==> src/hdl/wio_pkg.sv <==
// ----------------------------------------------------------------------------
// wio_pkg
// Shared types, constants and the arctangent table for the wheel and gyro
// odometry block.
// ----------------------------------------------------------------------------
package wio_pkg;

  // angles in 1/256 degree
  localparam logic [16:0] DEG_FULL     = 17'd92160;
  localparam logic [16:0] DEG_HALF     = 17'd46080;
  localparam logic [16:0] DEG_QUARTER  = 17'd23040;
  localparam logic [16:0] DEG_3QUARTER = 17'd69120;
  localparam logic [31:0] DIV_FULL     = 32'd92160;
  localparam logic [31:0] DIV_FULL2    = 32'd184320;
  // multiple of the double circle, keeps the heading angle positive
  localparam logic [35:0] HEAD_BIAS    = 36'd12079595520;

  localparam logic signed [33:0] CORDIC_GAIN = 34'sd652032874;
  localparam logic signed [33:0] COS_EPS     = 34'sd10737;
  localparam logic signed [31:0] RAD_K       = 32'sd292818;
  localparam logic [47:0]        SAT47       = 48'h7FFF_FFFF_FFFF;

  localparam logic [2:0] REG_A_ANGLE = 3'd0;
  localparam logic [2:0] REG_A_DPR   = 3'd1;
  localparam logic [2:0] REG_A_RAD   = 3'd2;
  localparam logic [2:0] REG_B_ANGLE = 3'd3;
  localparam logic [2:0] REG_B_DPR   = 3'd4;
  localparam logic [2:0] REG_B_RAD   = 3'd5;
  localparam logic [2:0] REG_SCALE   = 3'd6;

  typedef enum logic [4:0] {
    U_TURN, U_CORD, U_MTRV, U_MARC, U_MARK, U_DIVR, U_DIVA, U_MEAN,
    U_MSCR, U_MSCA, U_HMOD, U_HTURN, U_HCORD, U_ROT1, U_ROT2, U_ROT3, U_ROT4
  } uop_e;

  typedef struct packed {
    logic accept;
    logic start;
    logic capture;
    logic load_out;
    logic wheel;
    uop_e uop;
  } cmd_t;

  typedef struct packed {
    logic done;
    logic ok_r;
    logic ok_a;
  } sts_t;

  // atan(2^-i) in turns of 2^32
  function automatic logic [31:0] atan_turn(input logic [4:0] idx);
    logic [31:0] r;
    case (idx)
      5'd0:  r = 32'd536870912;
      5'd1:  r = 32'd316933406;
      5'd2:  r = 32'd167458907;
      5'd3:  r = 32'd85004756;
      5'd4:  r = 32'd42667331;
      5'd5:  r = 32'd21354465;
      5'd6:  r = 32'd10679838;
      5'd7:  r = 32'd5340245;
      5'd8:  r = 32'd2670163;
      5'd9:  r = 32'd1335087;
      5'd10: r = 32'd667544;
      5'd11: r = 32'd333772;
      5'd12: r = 32'd166886;
      5'd13: r = 32'd83443;
      5'd14: r = 32'd41722;
      5'd15: r = 32'd20861;
      5'd16: r = 32'd10430;
      5'd17: r = 32'd5215;
      5'd18: r = 32'd2608;
      5'd19: r = 32'd1304;
      5'd20: r = 32'd652;
      5'd21: r = 32'd326;
      5'd22: r = 32'd163;
      5'd23: r = 32'd81;
      5'd24: r = 32'd41;
      5'd25: r = 32'd20;
      5'd26: r = 32'd10;
      5'd27: r = 32'd5;
      5'd28: r = 32'd3;
      5'd29: r = 32'd1;
      5'd30: r = 32'd1;
      default: r = 32'd0;
    endcase
    return r;
  endfunction

endpackage

==> src/hdl/wio_ctrl.sv <==
// ----------------------------------------------------------------------------
// wio_ctrl
// Sequencer for the odometry datapath: steps through the micro-operations of
// a frame, waits on the shared units and runs the stream handshakes.
// ----------------------------------------------------------------------------
module wio_ctrl #(
  parameter int unsigned NUM_WHEELS = 2
) (
  input  logic          clk_i,
  input  logic          rst_ni,
  input  logic          s_tvalid_i,
  input  logic          s_tuser_i,
  output logic          s_tready_o,
  output logic          m_tvalid_o,
  input  logic          m_tready_i,
  output wio_pkg::cmd_t cmd_o,
  input  wio_pkg::sts_t sts_i
);
  import wio_pkg::*;

  typedef enum logic [1:0] {S_IDLE, S_ISSUE, S_WAIT, S_FIN} state_e;

  localparam logic LAST_WHEEL = (NUM_WHEELS >= 2);

  state_e state_q;
  uop_e   uop_q, nxt_uop;
  logic   wheel_q, nxt_wheel, out_valid_q, skip, advance, out_free;

  // wheel divides are skipped when the cosine or sine is too small
  assign skip = (uop_q == U_MEAN) || (uop_q == U_DIVR && !sts_i.ok_r) ||
                (uop_q == U_DIVA && !sts_i.ok_a);
  assign advance  = (state_q == S_ISSUE && skip) || (state_q == S_WAIT && sts_i.done);
  assign out_free = !out_valid_q || m_tready_i;

  always_comb begin
    nxt_wheel = wheel_q;
    nxt_uop   = uop_q;
    unique case (uop_q)
      U_TURN:  nxt_uop = U_CORD;
      U_CORD:  nxt_uop = U_MTRV;
      U_MTRV:  nxt_uop = U_MARC;
      U_MARC:  nxt_uop = U_MARK;
      U_MARK:  nxt_uop = U_DIVR;
      U_DIVR:  nxt_uop = U_DIVA;
      U_DIVA: begin
        if (wheel_q != LAST_WHEEL) begin
          nxt_wheel = 1'b1;
          nxt_uop   = U_TURN;
        end else begin
          nxt_uop = U_MEAN;
        end
      end
      U_MEAN:  nxt_uop = U_MSCR;
      U_MSCR:  nxt_uop = U_MSCA;
      U_MSCA:  nxt_uop = U_HMOD;
      U_HMOD:  nxt_uop = U_HTURN;
      U_HTURN: nxt_uop = U_HCORD;
      U_HCORD: nxt_uop = U_ROT1;
      U_ROT1:  nxt_uop = U_ROT2;
      U_ROT2:  nxt_uop = U_ROT3;
      U_ROT3:  nxt_uop = U_ROT4;
      default: nxt_uop = U_ROT4;
    endcase
  end

  always_ff @(posedge clk_i or negedge rst_ni) begin
    if (!rst_ni) begin
      state_q     <= S_IDLE;
      uop_q       <= U_TURN;
      wheel_q     <= 1'b0;
      out_valid_q <= 1'b0;
    end else begin
      // result register is refilled in the cycle the old item leaves
      out_valid_q <= (out_valid_q && !m_tready_i) || ((state_q == S_FIN) && out_free);
      unique case (state_q)
        S_IDLE: begin
          if (s_tvalid_i) begin
            if (s_tuser_i) begin
              state_q <= S_FIN;
            end else begin
              uop_q   <= U_TURN;
              wheel_q <= 1'b0;
              state_q <= S_ISSUE;
            end
          end
        end
        S_ISSUE, S_WAIT: begin
          if (advance) begin
            if (uop_q == U_ROT4) begin
              state_q <= S_FIN;
            end else begin
              uop_q   <= nxt_uop;
              wheel_q <= nxt_wheel;
              state_q <= S_ISSUE;
            end
          end else if (state_q == S_ISSUE) begin
            state_q <= S_WAIT;
          end
        end
        S_FIN: begin
          if (out_free) begin
            state_q <= S_IDLE;
          end
        end
        default: state_q <= S_IDLE;
      endcase
    end
  end

  always_comb begin
    cmd_o.accept   = s_tvalid_i && (state_q == S_IDLE);
    cmd_o.start    = (state_q == S_ISSUE) && !skip;
    cmd_o.capture  = (state_q == S_WAIT && sts_i.done) ||
                     (state_q == S_ISSUE && uop_q == U_MEAN);
    cmd_o.load_out = (state_q == S_FIN) && out_free;
    cmd_o.wheel    = wheel_q;
    cmd_o.uop      = uop_q;
  end

  assign s_tready_o = (state_q == S_IDLE);
  assign m_tvalid_o = out_valid_q;

  a_no_done_after_start: assert property (@(posedge clk_i) disable iff (!rst_ni)
    cmd_o.start |=> !sts_i.done)
    else $error("unit finished right after start");

  a_load_when_free: assert property (@(posedge clk_i) disable iff (!rst_ni)
    cmd_o.load_out |-> (!out_valid_q || m_tready_i))
    else $error("result overwritten before it was taken");

  a_busy_after_accept: assert property (@(posedge clk_i) disable iff (!rst_ni)
    (s_tvalid_i && s_tready_o) |=> (state_q != S_IDLE))
    else $error("sequencer idle after accepting an item");

  a_no_start_and_capture: assert property (@(posedge clk_i) disable iff (!rst_ni)
    !(cmd_o.start && cmd_o.capture))
    else $error("start and capture in the same cycle");

endmodule

==> config.mk <==
export PLATFORM = sky130hd
export DESIGN_NAME = wio_ctrl
export DESIGN_NICKNAME = d
export VERILOG_FILES = /design/src/hdl/wio_pkg.sv /design/src/hdl/wio_ctrl.sv
export SDC_FILE = /design/constraint.sdc
export NUM_CORES = 1
export LEC_CHECK = 0
export ABC_AREA = 1
export BUFFER_PORTS_ARGS = -buffer_cell sky130_fd_sc_hd__clkbuf_2
export CORE_AREA = 5 5 60 67
export DETAILED_ROUTE_END_ITERATION = 10
export DIE_AREA = 0 0 65 72
export PLACE_DENSITY_LB_ADDON = 0.15
export RECOVER_POWER = 50
export SLEW_MARGIN = 20
export SYNTH_ARGS = -nofsm -noshare
export SYNTH_HDL_FRONTEND = slang
export SYNTH_SLANG_ARGS = --single-unit
==> constraint.sdc <==
create_clock -name clk_i -period 2.4 [get_ports clk_i]
set_input_delay 0.24 -clock clk_i [delete_from_list [all_inputs] [get_ports clk_i]]
set_output_delay 0.24 -clock clk_i [all_outputs]
set_load 0.03 [all_outputs]
==> results of run 1 <==
## state kept, by name, summed over array words and instances (netlist names)
register and count:
m_tvalid_o 1, state_q 2, uop_q 5, wheel_q 1
## per-stage QoR
| stage | area [um^2] | hold WS [ps] | utilization | power [uW] |
|---|---|---|---|---|
| floorplan | 783 | -55.6 | - | 942 |
| global placement | 898 | 113 | 0.274 | 1110 |
| detailed placement | 898 | 118 | 0.274 | 1110 |
| CTS | 935 | 239 | 0.285 | 1240 |
| global route | 927 | 265 | 0.283 | 1350 |
| finish | 927 | 241 | 0.283 | 1210 |
## where the power goes
| part | internal [uW] | switching [uW] | leakage, uW |
|---|---|---|---|
| Sequential | 207 | 69.5 | 0.000119 |
| Combinational | 254 | 558 | 0.000340 |
| Clock | 64.3 | 58.9 | 0.0000150 |
| Total | 526 | 687 | 0.000474 |
## logic make-up after synthesis
| family | Yosys count | synth area share |
|---|---|---|
| AO/OA/AOI/OAI | 20 | 0.153 |
| adder cells (fa/ha/maj) | 4 | 0.0639 |
| buffers and inverters | 25 | 0.133 |
| flip-flops | 9 | 0.288 |
| AND/OR/NAND/NOR | 60 | 0.363 |
## layer usage
layer / vias to the layer above / GRT usage
li1: 409 / -
met1: 355 / 0.105
met2: 26 / 0.157
met3: 4 / 0.0356
met4: 0 / 0.0235
met5: - / 0
## worst paths after layout
path                            startpoint    endpoint  cells past startpoint
worst min-delay path            m_tready_i  m_tvalid_o                      4
worst max-delay path            state_q[0]    uop_q[3]                      7
min in group asynchronous           rst_ni     wheel_q                      2
worst min register to register  m_tvalid_o  m_tvalid_o                      2
max in group asynchronous           rst_ni    uop_q[4]                      2
worst max register to register  state_q[0]    uop_q[3]                      7
## tightest hold or removal path, cell delays in order
cell	delay (ps)
sky130_fd_sc_hd__clkbuf_2	80
sky130_fd_sc_hd__inv_1	40
sky130_fd_sc_hd__nand2_1	70
sky130_fd_sc_hd__nand2_1	50
## synth_stat cells
master	count	area share
sky130_fd_sc_hd__buf_2	2	0.013
sky130_fd_sc_hd__a21oi_1	5	0.032
sky130_fd_sc_hd__nor2_1	12	0.058
sky130_fd_sc_hd__inv_2	5	0.024
sky130_fd_sc_hd__or2_2	1	0.0080
sky130_fd_sc_hd__o211ai_1	2	0.019
sky130_fd_sc_hd__nor2_4	1	0.014
sky130_fd_sc_hd__nand3_1	5	0.032
sky130_fd_sc_hd__o21ai_2	1	0.011
sky130_fd_sc_hd__a41oi_1	1	0.011
sky130_fd_sc_hd__nand2_2	2	0.016
sky130_fd_sc_hd__nor2_2	2	0.016
sky130_fd_sc_hd__inv_1	16	0.077
sky130_fd_sc_hd__o21ai_0	3	0.019
sky130_fd_sc_hd__ha_1	4	0.064
sky130_fd_sc_hd__or3_1	1	0.0080
sky130_fd_sc_hd__nand2_1	32	0.15
sky130_fd_sc_hd__dfrtp_1	9	0.29
sky130_fd_sc_hd__nor3_1	2	0.013
sky130_fd_sc_hd__nand3_4	2	0.045
sky130_fd_sc_hd__buf_4	2	0.019
sky130_fd_sc_hd__o22ai_2	1	0.016
sky130_fd_sc_hd__o21ai_1	7	0.045
## layout make-up
class	instances	area [um^2]	area share
multi-input cells	84	454	0.490
flip-flops and latches	9	225	0.243
repair buffers	20	97.6	0.105
inverters	21	78.8	0.0850
well taps	36	45.0	0.0486
clock buffers	4	26.3	0.0283
## cell usage in the layout, fill, tap and decap left out, types with 3 or more instances in the layout
| cell type | count |
|---|---|
| sky130_fd_sc_hd__nor2_1 | 12 |
| sky130_fd_sc_hd__inv_1 | 16 |
| sky130_fd_sc_hd__clkbuf_4 | 3 |
| sky130_fd_sc_hd__dfrtp_1 | 9 |
| sky130_fd_sc_hd__o21ai_1 | 7 |
| sky130_fd_sc_hd__nand2_1 | 32 |
| sky130_fd_sc_hd__clkbuf_1 | 7 |
| sky130_fd_sc_hd__o21ai_0 | 3 |
| sky130_fd_sc_hd__inv_2 | 5 |
| sky130_fd_sc_hd__ha_1 | 4 |
| sky130_fd_sc_hd__a21oi_1 | 5 |
| sky130_fd_sc_hd__nand3_1 | 5 |
| sky130_fd_sc_hd__clkbuf_2 | 13 |
==> results.txt, run 1 <==
The overall die height is approximately 72 um. The max capacitance violation total is 0. For this block, the initial DRC count from the detailed router was 31. The power density of the placed cells is approximately 1300 nW/um^2. The detail-routed net length per standard cell is around 11 um. Yosys printed 0 warnings. The filler cell count came out at about 370. The CTS tree is yes. The run finished with clean final reports.

The combined buffer and inverter count along the critical path came out at 2. The row count is 22. Clock skew on the completed layout was measured at between 5 and 6 ps. The maximum fanout along the worst path came out at 10. Setup repair after global routing left no endpoint under its margin. Setup violations remaining at the end of the flow were counted as 0. Measured along the x axis, the die boundary spans 65 um. The total grt overflow is 0. Synthesis produced a netlist whose cell count is about 120. The overall track demand over capacity in global routing came out at 0.0910.

The delay of the slowest critical-path stage came out at 470 ps. The cell sitting at the root of the clock tree is a sky130_fd_sc_hd__clkbuf_4. For this design, the slowest cell found on the critical path is sky130_fd_sc_hd__ha_1. STA classifies the critical path startpoint as a flip-flop. After clock tree synthesis, the flow added hold-fix buffers numbering 1. After clock tree synthesis, the clock-pin slew on the worst setup and hold paths is approximately 70 ps. The met1 routed wirelength after detailed routing is roughly 830 um. The number of nets produced by synthesis is 130. The routed length on met3 came out at about 130 um. The cell area after technology mapping came out at ~780 um^2.

After clock tree synthesis, the repair step resized 0 gates. The area inside the core boundary is between 3000 and 4000 um^2. The H-tree level count is 1. The number of antenna-violating nets in the routed design came out at 0. The clock latency reported for the late side of the worst-skew pair is between 200 and 300 ps. The static leakage is about 0.00047 uW. The tightest min-delay check is of the input pin to flip-flop type.

The area of the die is 4680 um^2. In the final layout, the share of cells above drive strength 1 is 0.225. Summed over all nets, the half-perimeter wirelength after detailed placement is approximately 1600 um. The number of global-route vias before repair came out at 798.

Measured against its own limit, the worst slew margin works out to 0.654. Pin placement for this block handled 20 I/O pins. The most prevalent standard cell on the critical path is sky130_fd_sc_hd__inv_1. The critical path in this run is classified as flip-flop to flip-flop. The number of nets in the layout came out at between 150 and 200. The kind of end point of the critical path is a flip-flop. 0 antenna diodes ended up in the layout.

Across all register-to-register paths, the minimum setup slack is 660 ps. Signal routing reaches up to met4. The final hold violation count is 0.

The wire length of the first global-routing pass is between 3000 and 4000 um. The global placer's final weighted congestion is between 0.7 and 0.8. Entering global routing, the biggest net connects 11 pins. The final routed DRC violation total came out at 0.

At the pin with the least slew margin, the transition time is ~520 ps. For the finished layout, the period the worst path requires is 1740 ps. The number of library cell types mapped by synthesis is 23. The clock passes through at most 2 buffers. The finished layout holds 174 standard cells, fillers aside. After detailed routing, the number of vias per cell comes to about 4.6.

The number of sinks on the clock net came out at 9. The number of buffers inserted by post-CTS setup repair came out at 0. The number of clock buffers inserted by TritonCTS came out at 3.

For this run, the register share of the synthesized area comes to 0.288. The maximum VDD drop is 0.538 mV. The wire length on met2 came out at about 960 um. The signal on the critical path passes through inv_1 > ha_1 > inv_1 > o22ai_2 > nand3_4 > nand2_1 > o21ai_1. Counting flops and latches in the post-synthesis netlist gives 9. The area added between synthesis and finish came out at 18.4%.

The final-report max-slew violation count is 0. The number of vias after detailed routing came out at between 700 and 800. After layout, the worst setup slack is 663 ps. The count of placed standard cells including taps is roughly 170. The number of I/O port buffers came out at 19. The initial standard-cell utilization of the core came out at 0.239. The required time of the critical path came out at 2540 ps.

The setup slack at placement came out at slightly below 700 ps. The period utilization came out at 0.724. For the final routed database, the setup TNS stands at 0 ps. For this run, the detailed router's first-pass iteration total came to 4. A synthesized cell averages between 6 and 7 um^2.

For this run, the top clock speed supported by timing is between 500 and 600 MHz. The detailed-route wire length came out at roughly 1900 um. The number of antenna violations at the first check in global routing came out at 0. The arrival time reported for the critical path endpoint is 1880 ps. The kind of cell with the highest combined delay along the critical path is adder cells.
Power figures use the tool's default switching activity.
==> inputs of run 2 (changes only) <==
clock period = 1.4 ns   (was 2.4 ns; I/O delays follow)
==> results.txt, run 2 (synthesis gave the netlist of run 1 again) <==
The critical-path cell with the highest stage delay is sky130_fd_sc_hd__dfrtp_1. The switching power was 1610 uW (+130%). The arrival time reported for the critical path endpoint came out at 1380 ps (-500 ps). The register with the most flip-flops in the final layout is uop_q. The setup path with the least slack is of type flip-flop to output port. The total inserted antenna cells came out at 0 (unchanged). The combined buffer and inverter count along the critical path is 4 (+2). The run finished, with violations left. The hold path depth came to 4 (unchanged). The number of nets in the layout came to 185 (+23%). The routed design could run at a clock period as short as 1520 ps. The H-tree level count came out at 1 (unchanged).

The count of placed standard cells including taps came out at 187 (+11%). The number of failing setup endpoints in the final timing report was 12 (+12). The relative contribution of combinational cells to total power is 0.797 (+0.127). The max-slew headroom at the worst pin came out at 0.653 (-0.000913). The required time of the critical path came to 1260 ps (-1280 ps). The row count is 22 (unchanged). The worst clock skew came to 1.98 ps (-3.60 ps). The half-perimeter wire length after placement was 1820 um (+13%). The setup slack of the worst register-to-register path came to -110 ps (-770 ps). The relative contribution of sequential cells to total power came out at 0.141 (-0.087). The global placer's final weighted congestion is 0.790 (+1.1%). The number of I/O port buffers came out at 19 (unchanged). The cell family with the largest share of critical-path delay is buffers and inverters. The area added between synthesis and finish is 80.2%. The number of antenna violations at the first check in global routing is 0 (unchanged). The total grt overflow came out at 0 (unchanged).

The layout cell share with drive strength beyond 1 was 0.593 (+0.368). By instance count, the cell type seen most on the critical path is sky130_fd_sc_hd__inv_2. The number of flip-flops in the largest register came out at 5 (unchanged). The wire length of the first global-routing pass came to 4410 um (+34%). The maximum fanout along the worst path is 4 (-6). The area inside the core boundary is 3280 um^2 (unchanged). The detail-routed net length per standard cell came out at 12.6 um (+14%). The worst-case clock buffer depth is 2 (unchanged). The number of antenna-violating nets in the routed design is 0 (unchanged). The non-filler instance count after layout came out at 208 (+20%). The startpoint identified for the worst hold timing path is m_tready_i. The delay of the slowest critical-path stage was 420 ps (-50 ps). The end-of-flow core utilization was 0.431 (+0.148). The most frequent standard cell in the layout excluding fill and tap cells is sky130_fd_sc_hd__buf_4. The power density of the placed cells is 2330 nW/um^2 (+78%). The worst setup path is captured at an output port. The static leakage came out at 0.000699 uW (+47%). The final routed DRC violation total is 0 (unchanged). The violation count after the first detailed-route iteration was 22 (-29%). The clock-pin slew reported for the worst setup and hold paths after clock tree synthesis came out at 60 ps (about the same). The die boundary width came out at 65 um (unchanged). The number of cells traversed by the worst register-to-register path came out at 7 (unchanged). The count of TritonRoute iterations in the first routing pass is 4 (unchanged). The final-report max-slew violation count is 0 (unchanged). The nature of the critical path startpoint is a flip-flop.

The number of ports placed on the die boundary came to 20 (unchanged). The path class of the tightest hold or removal check is input pin to flip-flop. For hold timing, the worst endpoint is m_tvalid_o. The number of vias after detailed routing is 947 (+19%). In the final layout, the registers with the most flip-flops are uop_q: 5 flops, state_q: 2 flops. The via-per-instance ratio came out at 4.55 (-0.23%). The portion of total power attributed to the clock network is 0.062 (-0.040). The fraction of power spent switching nets came to 0.490 (-0.0760). The startpoint identified for the worst register-to-register timing path is state_q[1]. Setup repair after global routing could not meet its margin everywhere.

The number of global-route vias before repair was 982 (+23%). The maximum VDD drop is 1.13 mV (+110%). The internal power came out at 1680 uW (+220%).

The worst-margin pin slew is 521 ps (+1.37 ps). The overall die height came out at 72 um (unchanged). The CTS tree is yes. The overall track demand over capacity in global routing is 0.120 (+0.0291). The reg-to-reg critical path endpoint is uop_q[3]. The number of clock buffers inserted by TritonCTS is 3 (unchanged).

The initial standard-cell utilization of the core was 0.239 (unchanged). The period utilization is 1.08. The largest net degree at the start of global routing is 10 (-1). Traced cell by cell, the critical path runs through inv_2 > ha_4 > inv_2 > buf_6 > o21ai_2 > clkbuf_8. The max capacitance violation total is 0 (unchanged). The area of the die is 4680 um^2 (unchanged). The clock latency reported for the late side of the worst-skew pair was 260 ps (about the same). The top cell types in the final layout, fill and taps aside, are sky130_fd_sc_hd__buf_4 (28), sky130_fd_sc_hd__nand2_1 (27), sky130_fd_sc_hd__clkbuf_2 (13), sky130_fd_sc_hd__nor2_1 (10). The highest clock rate came out at between 600 and 700 MHz. The CTS root buffer is sky130_fd_sc_hd__clkbuf_4. The final hold violation count is 0 (unchanged).

The checks that failed: setup timing. The number of sinks on the clock net is 9 (unchanged). The worst-case setup margin in the final layout is -116 ps (-779 ps).

The detailed-route wire length was 2630 um (+36%).
## run 2: how the worst max path moves through the flow
stage,to,startpoint,cells after the start
6_report,cmd_o[7],state_q[1],6
5_1_grt,cmd_o[7],state_q[1],6
4_1_cts,cmd_o[8],uop_q[0],8
3_5_place_dp,uop_q[1],state_q[0],7
3_3_place_gp,uop_q[1],state_q[0],7
2_1_floorplan,state_q[0],state_q[0],8
## run 2: routing by layer
| metal | GRT usage | vias up | share of wire |
|---|---|---|---|
| met5 | 0 | - | 0 |
| met3 | 0.0418 | 0 | 0.049 |
| met4 | 0.0141 | 0 | 0 |
| met2 | 0.231 | 22 | 0.55 |
| met1 | 0.128 | 438 | 0.40 |
| li1 | - | 487 | - |
## run 2: final cells by class
class / count / area [um^2]
Inverter: 21 / 86.3
Clock buffer: 4 / 26.3
Timing Repair Buffer: 53 / 418
Fill cell: 335 / 1860
Multi-Input combinational cell: 85 / 603
Tap cell: 36 / 45.0
Sequential cell: 9 / 233
## run 2: per-stage QoR
stage          hold slack [ps]  power (uW)  setup WS, ps  area (um^2)  setup TNS [ps]
2_1_floorplan             -156        1830         -61.2          841            -376
3_3_place_gp              16.6        2340         -41.4         1070            -154
3_5_place_dp              23.8        2350         -63.0         1070            -294
4_1_cts                    149        3060          -145         1330           -1030
5_1_grt                    190        3540          -180         1410           -1740
6_report                   163        3290          -116         1410            -897
## run 2: tightest hold or removal path, delay by kind of cell
family | cells | cell delay, ps
buffers and inverters | 2 | 120
AND/OR/NAND/NOR | 2 | 120
## run 2: power by group through the flow
stage                     registers [uW]  logic [uW]  clock network, uW
after global placement               476        1860                  0
after detailed placement             479        1870                  0
after floorplan                      545        1290                  0
final                                463        2620                203
after CTS                            464        2380                217
after global routing                 474        2830                232
## run 2: timing repair
item / in CTS / in global routing
buffers inserted: 11 / 5
endpoints found under the setup margin: 11 / 13
hold buffers: 1 / 0
pin swaps: 15 / 15
cloned: 1 / 0
hold endpoints to repair: 9 / 0
gates resized for setup: 34 / 16
